$ cat src/sv/dsrs_pkg.sv
// ----------------------------------------------------------------------------
// Delta skip run scanner package
// Shared widths, limits and the input stage record of the scanner.
// ----------------------------------------------------------------------------
package dsrs_pkg;

    localparam int BYTE_W = 8;
    localparam int OUT_W  = 13;
    localparam int RUN_W  = 9;
    localparam int MATCH_W = 8;

    localparam logic [RUN_W-1:0]   RUN_MAX       = 9'd511;
    localparam logic [MATCH_W-1:0] MATCH_RESET   = 8'd3;

    typedef struct packed {
        logic [BYTE_W-1:0] new_byte;
        logic [BYTE_W-1:0] old_byte;
        logic              last;
    } pair_t;

endpackage

$ cat src/sv/delta_skip_run_scanner_unit.sv
// ----------------------------------------------------------------------------
// Delta skip run scanner
// Scans a span of new and old pixel byte pairs and reports the length of the
// leading changed stretch when the final pair of the span has been seen.
// ----------------------------------------------------------------------------
//  Channel   Handshake            Payload
//  pair      pair_valid/stall     new_byte, old_byte, last
//  result    result_valid/stall   changed_length
//  cfg       cfg_valid/ready      must_match
//
// Each pair waits in the input register while the scan logic updates the
// state, so a pair can be accepted in every cycle unless a stalled result
// holds back a closing pair, whose result is registered as it is processed.
// Reset clears the scan state, empties both registers and sets must_match to 3.
// A stalled result only holds back a pair that closes a span; other pairs
// keep flowing while the result waits.
module delta_skip_run_scanner_unit #(
    parameter int MAX_SPAN = 4096
) (
    input  logic                        clk,
    input  logic                        rst_n,
    input  logic                        pair_valid,
    output logic                        pair_stall,
    input  logic [dsrs_pkg::BYTE_W-1:0] new_byte,
    input  logic [dsrs_pkg::BYTE_W-1:0] old_byte,
    input  logic                        last,
    output logic                        result_valid,
    input  logic                        result_stall,
    output logic [dsrs_pkg::OUT_W-1:0]  changed_length,
    input  logic                        cfg_valid,
    output logic                        cfg_ready,
    input  logic [dsrs_pkg::MATCH_W-1:0] must_match
);
    import dsrs_pkg::*;

    localparam int PW = $clog2(MAX_SPAN + 1);
    localparam int AW = (PW > OUT_W) ? PW : OUT_W;
    localparam int CW = (PW > MATCH_W) ? PW : MATCH_W;
    localparam logic [PW-1:0] SPAN_LIMIT = PW'(MAX_SPAN);

    logic [MATCH_W-1:0] must_match_reg;
    pair_t              pair_reg;
    logic               pair_valid_reg;
    logic               result_valid_reg;
    logic [OUT_W-1:0]   changed_length_reg;
    logic [OUT_W-1:0]   changed_length_next;

    logic [PW-1:0]    position_reg, position_next;
    logic [PW-1:0]    run_start_reg, run_start_next;
    logic [RUN_W-1:0] run_length_reg, run_length_next;
    logic             in_run_reg, in_run_next;
    logic [PW-1:0]    prev_start_reg, prev_start_next;
    logic             prev_valid_reg, prev_valid_next;
    logic             found_reg, found_next;
    logic [PW-1:0]    found_pos_reg, found_pos_next;

    logic          slot_free;
    logic          process;
    logic          is_equal;
    logic [PW-1:0] answer;
    logic [PW-1:0] gap;
    logic          near_end;
    logic [AW-1:0] answer_ext;

    assign cfg_ready      = 1'b1;
    assign slot_free      = !result_valid_reg || !result_stall;
    assign process        = pair_valid_reg && (!pair_reg.last || slot_free);
    assign pair_stall     = pair_valid_reg && !process;
    assign result_valid   = result_valid_reg;
    assign changed_length = changed_length_reg;
    assign is_equal       = (pair_reg.new_byte == pair_reg.old_byte);

    always_comb
    begin
        position_next   = position_reg;
        run_start_next  = run_start_reg;
        run_length_next = run_length_reg;
        in_run_next     = in_run_reg;
        prev_start_next = prev_start_reg;
        prev_valid_next = prev_valid_reg;
        found_next      = found_reg;
        found_pos_next  = found_pos_reg;

        if (position_reg < SPAN_LIMIT)
        begin
            if (is_equal)
            begin
                if (!in_run_reg)
                begin
                    in_run_next     = 1'b1;
                    run_start_next  = position_reg;
                    run_length_next = '0;
                end
                if (run_length_next < RUN_MAX)
                begin
                    run_length_next = run_length_next + 1'b1;
                end
                if (!found_reg && (run_length_next >= RUN_W'(must_match_reg)))
                begin
                    found_next     = 1'b1;
                    found_pos_next = run_start_next;
                end
            end
            else if (in_run_reg)
            begin
                prev_start_next = run_start_reg;
                prev_valid_next = 1'b1;
                in_run_next     = 1'b0;
            end
            position_next = position_reg + 1'b1;
        end

        gap      = position_next - prev_start_next;
        near_end = prev_valid_next && (CW'(gap) < CW'(must_match_reg));

        if (found_next)
        begin
            answer = found_pos_next;
        end
        else if (in_run_next && !near_end)
        begin
            answer = run_start_next;
        end
        else
        begin
            answer = position_next;
        end
        answer_ext          = AW'(answer);
        changed_length_next = answer_ext[OUT_W-1:0];
    end

    always_ff @(posedge clk or negedge rst_n)
    begin
        if (!rst_n)
        begin
            must_match_reg   <= MATCH_RESET;
            pair_valid_reg   <= 1'b0;
            result_valid_reg <= 1'b0;
            position_reg     <= '0;
            run_start_reg    <= '0;
            run_length_reg   <= '0;
            in_run_reg       <= 1'b0;
            prev_start_reg   <= '0;
            prev_valid_reg   <= 1'b0;
            found_reg        <= 1'b0;
            found_pos_reg    <= '0;
        end
        else
        begin
            if (cfg_valid && cfg_ready)
            begin
                must_match_reg <= must_match;
            end

            if (!pair_stall)
            begin
                pair_valid_reg <= pair_valid;
            end

            if (process && pair_reg.last)
            begin
                result_valid_reg <= 1'b1;
            end
            else if (!result_stall)
            begin
                result_valid_reg <= 1'b0;
            end

            if (process)
            begin
                if (pair_reg.last)
                begin
                    position_reg   <= '0;
                    run_start_reg  <= '0;
                    run_length_reg <= '0;
                    in_run_reg     <= 1'b0;
                    prev_start_reg <= '0;
                    prev_valid_reg <= 1'b0;
                    found_reg      <= 1'b0;
                    found_pos_reg  <= '0;
                end
                else
                begin
                    position_reg   <= position_next;
                    run_start_reg  <= run_start_next;
                    run_length_reg <= run_length_next;
                    in_run_reg     <= in_run_next;
                    prev_start_reg <= prev_start_next;
                    prev_valid_reg <= prev_valid_next;
                    found_reg      <= found_next;
                    found_pos_reg  <= found_pos_next;
                end
            end
        end
    end

    always_ff @(posedge clk)
    begin
        if (pair_valid && !pair_stall)
        begin
            pair_reg.new_byte <= new_byte;
            pair_reg.old_byte <= old_byte;
            pair_reg.last     <= last;
        end
        if (process && pair_reg.last)
        begin
            changed_length_reg <= changed_length_next;
        end
    end

endmodule

$ cat config.mk
export PLATFORM = sky130hd
export DESIGN_NAME = delta_skip_run_scanner_unit
export DESIGN_NICKNAME = d
export VERILOG_FILES = /design/src/sv/dsrs_pkg.sv /design/src/sv/delta_skip_run_scanner_unit.sv
export SDC_FILE = /design/constraint.sdc
export NUM_CORES = 1
export LEC_CHECK = 0
export BUFFER_PORTS_ARGS = -buffer_cell sky130_fd_sc_hd__buf_2
export CORE_ASPECT_RATIO = 2
export CORE_MARGIN = 2
export CORE_UTILIZATION = 61
export CTS_CLUSTER_SIZE = 12
export DETAILED_ROUTE_END_ITERATION = 8
export PLACE_DENSITY = 0.9
export SETUP_SLACK_MARGIN = 0.15
export SLEW_MARGIN = 15
export SYNTH_ARGS = -nofsm -noshare
export SYNTH_HDL_FRONTEND = slang
export SYNTH_SLANG_ARGS = --single-unit
$ cat constraint.sdc
create_clock -name clk -period 5 [get_ports clk]
set_input_delay 0.75 -clock clk [delete_from_list [all_inputs] [get_ports clk]]
set_output_delay 0.75 -clock clk [all_outputs]
set_load 0.05 [all_outputs]
---- After elaboration in Yosys (flattened, before gate mapping) ----
Cells that the tools add are included.
operators by class
  $add $sub $neg .......................... 3
  $lt $le $gt $ge ......................... 4
  equal/unequal tests ..................... 2
  multiplexer cells ....................... 38
  reductions and logical operators ........ 19
operators with widths
  kind                   count
  $mux 13                16
  $mux 9                 9
  $add 13x1->13 const B  1
  $lt 13x13->1 const B   1
  $lt 13x8->1            1
  $mux 1                 13
  $sub 13x13->13         1
  $add 9x1->9 const B    1
  $ge 9x8->1             1
  $lt 9x9->1 const B     1
  $eq 8x8->1             1
  $logic_and 1x1->1      7
  $logic_not 1->1        7
  $reduce_bool 2->1      2
  $reduce_and 3->1       1
  $logic_or 1x1->1       2
  $ne 2x1->1 const B     1
word-level totals
  bits in registers ....................... 104
  input bits .............................. 30
  output and inout bits ................... 16
  logic and storage cells ................. 81

---- Depth between registers and ports, before layout ----
  depth after elaboration ................. 13
  gate-level depth with buffers ........... 20
  mapped depth without buffers ............ 18

---- Least setup slack after synthesis ----
No wires, ideal clock.
  path kind ............................... register to register
  start point ............................. reg pair_reg[2] (netlist name)
  end point ............................... reg changed_length_reg[10] (netlist: changed_length[10]) (data pin)
  setup time .............................. 0.269 ns
  arrival time ............................ 4.366 ns
  required time ........................... 4.731 ns
  setup slack ............................. 0.365 ns
  stages on the path, launching flop included .. 20
  path buffers ............................ 1
  period minus slack after synthesis ...... 4.635 ns
  path through ............................ edfxtp_1 > xor2_1 > nor4_4 > a21oi_4 > mux2_2 > ha_1 > fa_1 > nand3b_1 > a21oi_1 > nor2_1 > xnor2_1 > ha_1 > a21o_1 > a2111oi_2 > o221ai_1 > nor4_2 > o211ai_2 > buf_4 > nor4_1 > a211oi_2
between the ends
  longest elaborated chain between the ends .. 10
  elaborated cells on any way between the ends .. 20
  classes of those cells .................. add/sub: 1; order compare: 1; eq/ne: 1; mux: 14; reduce/logical: 3
ends and longest elaborated chain
  element               line                                text
  start, declared       delta_skip_run_scanner_unit.sv:42   pair_t pair_reg;
  $eq 8x8->1 *          delta_skip_run_scanner_unit.sv:71   assign is_equal = (pair_reg.new_byte == pair_reg.old_byte);
  $mux 13               delta_skip_run_scanner_unit.sv:86   if (is_equal)
  $mux 13               delta_skip_run_scanner_unit.sv:84   if (position_reg < SPAN_LIMIT)
  $sub 13x13->13        delta_skip_run_scanner_unit.sv:113  gap = position_next - prev_start_next;
  $lt 13x8->1           delta_skip_run_scanner_unit.sv:114  near_end = prev_valid_next && (CW'(gap) < CW'(must_match_reg));
  $logic_and 1x1->1     delta_skip_run_scanner_unit.sv:114
  $logic_not 1->1       delta_skip_run_scanner_unit.sv:120  else if (in_run_next && !near_end)
  $logic_and 1x1->1     delta_skip_run_scanner_unit.sv:120
  $mux 13               delta_skip_run_scanner_unit.sv:120
  $mux 13 *             delta_skip_run_scanner_unit.sv:116  if (found_next)
  net answer[10]        delta_skip_run_scanner_unit.sv:60   logic [PW-1:0] answer;
  end signal, assigned  delta_skip_run_scanner_unit.sv:207  changed_length_reg <= changed_length_next;
  end, declared         delta_skip_run_scanner_unit.sv:45   logic [OUT_W-1:0] changed_length_reg;
The timed path passes the listed nets; every way through them passes the cells marked *.
A chain may end at the register's enable or synchronous reset.

---- Worst setup path in the final report ----
  start point ............................. reg pair_reg[4] (netlist name)
  end point ............................... reg changed_length_reg[1] (netlist: changed_length[1]) (data pin)
Same word-level chain as after synthesis.

==> summary.md <==
| Metric | Value |
|---|---|
| RSZ-0062 raised after global routing | `yes` |
| Post-Syn Area per Cell | `10.55 sq um` |
| P_leak | `3.137 nW` |
| Yosys warns | `0` |
| Startpoint types | `flip-flop` |
| Fin Setup TNS | `-0.05195 ns` |
| Synth Flop Type | `dfrtp_1` |
| WL/cell | `21.87 um` |
| Syn nets | `655` |
| Detailed Route Iter0 Violations | `649` |
| Placer congestion estimate | `0.9681` |
| Design Area, Final | `7242 sq um` |
| Remaining global-route overflow | `0` |
| Final Max Slew Viols | `0` |
| Fmax | `198.5 MHz` |
| Post-synthesis sequential area ratio | `0.4402` |
| Share of the synthesized area in the top cell type | `0.2879` |
| Initial antenna violation count | `0` |
| EDFF count, synth | `30` |
| Via count | `5318` |
| Final hold violation count | `0` |
| Cell Area, Synth | `6259 sq um` |
| Remaining DRCs | `0` |
| Yosys cell types | `65` |
| Ant. Diodes | `0` |
| Dpl ws | `-0.03471 ns` |
| Die footprint | `11140 sq um` |
| Failing checks | `negative setup slack` |
| Clk Latency, worst-skew pair | `0.36 ns` |
| Hold_ws | `0.4382 ns` |
| Clk pin slew, worst setup/hold paths | `0.07 ns` |
| Die H | `147.2 um` |
| Post-route ant nets | `0` |
| Share of post-route cells with drive strength above 1 | `0.2391` |
| Top post-synthesis cells by count | `dfrtp_1, nand2_1, o21ai_0` |
| CTS tree | `done` |
| Rows | `52` |
| Fin Clk Skew | `0.007980 ns` |
| Critical path type | `flip-flop to flip-flop` |
| Worst Path Max Fanout | `9` |
| I/O pin count | `46` |
| Placed Area | `6594 sq um` |
| Synth area leader | `dfrtp_1` |
| Initial Utilization | `0.6206` |
| Fill cells | `641` |
| Max-Cap Viols | `0` |
| HP Class | `input port to async pin` |
| Nets | `701` |
| Hold_buf cts | `0` |
| H-tree depth | `3` |
| Num CTS Buffers | `9` |
| Pin count of the biggest net entering global routing | `45` |
| Final wirelength | `17040 um` |
| Port buffer count | `44` |
| Slew headroom | `0.1919` |
| Synth async-reset ratio | `0.7115` |
| Yosys reg bits | `104` |
| Max reg flops | `17` |
| Clock period minus worst slack | `5.037 ns` |
| Die span in x | `75.63 um` |
| Critical Path End Type | `flip-flop` |
| Worst Setup Slack, final | `-0.03655 ns` |
| Pre-Repair DR Iteration Count | `6` |
| TritonCTS Sinks | `104` |
| CP arrival | `5.13 ns` |
| Slew of the pin with the lowest slew margin | `1.212 ns` |
| Cell count after synthesis | `593` |
| Final setup fails | `3` |
| Worst Path Required | `5.09 ns` |
| Root Buffer | `clkbuf_16` |
| Vias/cell | `6.827` |
| First-pass GRT wire length | `26100 um` |
| Status | `finished with violations` |
| Vias in the first global route | `5435` |
| Tot GR Track Use | `0.3083` |
| Core Region | `10080 sq um` |
| Worst ir drop on vdd | `0.1874 mV` |
| Pwr Density | `293.0 nW/um^2` |
| Area grow syn2layout | `15.71%` |
| Most common cell in the netlist | `dfrtp_1` |
| Top cells by area, synth | `dfrtp_1, edfxtp_1, ha_1` |
| Dpl hpwl | `11500 um` |
| Max clock buf depth | `2` |
| Final period utilization | `1.007` |
[per-stage QoR]
stage	power, mW	utilization	std cells
detailed placement	1.337	0.6538	752
global placement	1.319	0.6538	752
finish	2.122	0.7181	779
global route	2.189	0.7181	779
floorplan	1.224	-	593
CTS	2.054	0.6938	772
[what timing repair did]
action                                  CTS  global route
pin swaps                                 5            15
gates resized for setup                  12            31
setup buffers                             3             7
endpoints found under the setup margin   13            13
cloned                                    1             0
endpoints found under the hold margin     0             0
[cells by family after synthesis]
family / after synthesis / synth area share
xor+xnor: 32 / 0.04478
other cells: 1 / 0.0005992
mux: 40 / 0.06737
simple gates: 166 / 0.1407
fa+ha+maj: 32 / 0.06517
compound gates: 162 / 0.2011
flops: 104 / 0.4402
buf+inv: 56 / 0.03998
[layer usage]
layer | track usage | share of wire | wire length, um
met1 | 0.3330 | 0.34 | 5829
met2 | 0.5230 | 0.54 | 9252
met3 | 0.05487 | 0.051 | 867
met4 | 0.2053 | 0.064 | 1088
met5 | 0 | 0 | 0
[worst max-delay path: stages, from the launching register on]
cell,delay [ns]
edfxtp_1,0.43
xor2_2,0.21
nor4_4,0.36
a21oi_4,0.11
buf_6,0.16
buf_4,0.18
mux2i_2,0.25
ha_4,0.26
a21oi_2,0.20
nand2_1,0.12
xor2_1,0.17
ha_1,0.33
a21o_1,0.17
a21o_1,0.18
a2111oi_2,0.36
o221ai_1,0.20
nor4_2,0.29
o211ai_2,0.27
nor4_1,0.38
a211oi_2,0.11
[power breakdown]
| part | switching [mW] | internal (mW) | leakage [nW] | total [mW] |
|---|---|---|---|---|
| Combinational | 0.269 | 0.194 | 1.68 | 0.462 |
| Sequential | 0.0219 | 0.906 | 1.30 | 0.928 |
| Clock | 0.337 | 0.394 | 0.150 | 0.731 |
[layout by cell type (no fill, tap or decap), types with 8 or more instances in the layout]
master,instances
o221ai_1,15
nand4_1,8
a22o_1,36
a21oi_1,9
nand3_1,14
nand2_1,58
nor4_4,9
nand2b_1,17
inv_1,19
ha_1,28
nor2_1,16
edfxtp_1,30
xnor2_1,16
and2_1,9
dfrtp_1,72
mux2_2,12
o21ai_0,40
buf_2,44
xor2_1,14
clkbuf_16,9
a211oi_2,12
mux2i_1,22
a21o_1,12
buf_4,23
[worst paths after layout]
path | startpoint | endpoint | slack, ns | depth (start not counted)
max | pair_reg[4] | changed_length[1] | -0.04 | 19
min | rst_n | position_reg[12] | 0.44 | 1
min reg2reg | prev_start_reg[6] | prev_start_reg[6] | 0.49 | 2
max reg2reg | pair_reg[4] | changed_length[1] | -0.04 | 19
min in group clk | prev_start_reg[6] | prev_start_reg[6] | 0.49 | 2
max in group asynchronous | rst_n | prev_start_reg[10] | 3.50 | 2
[area by class of cell]
class / instances / area [sq um] / share of cell area
inverters: 21 / 78.83 / 0.01088
flip-flops and latches: 104 / 2755 / 0.3804
clock buffers: 9 / 225.2 / 0.03110
multi-input cells: 434 / 3522 / 0.4864
clock inverters: 7 / 76.32 / 0.01054
well taps: 135 / 168.9 / 0.02332
repair buffers: 69 / 415.4 / 0.05736
Note: power is estimated with default switching activity, not from simulation.
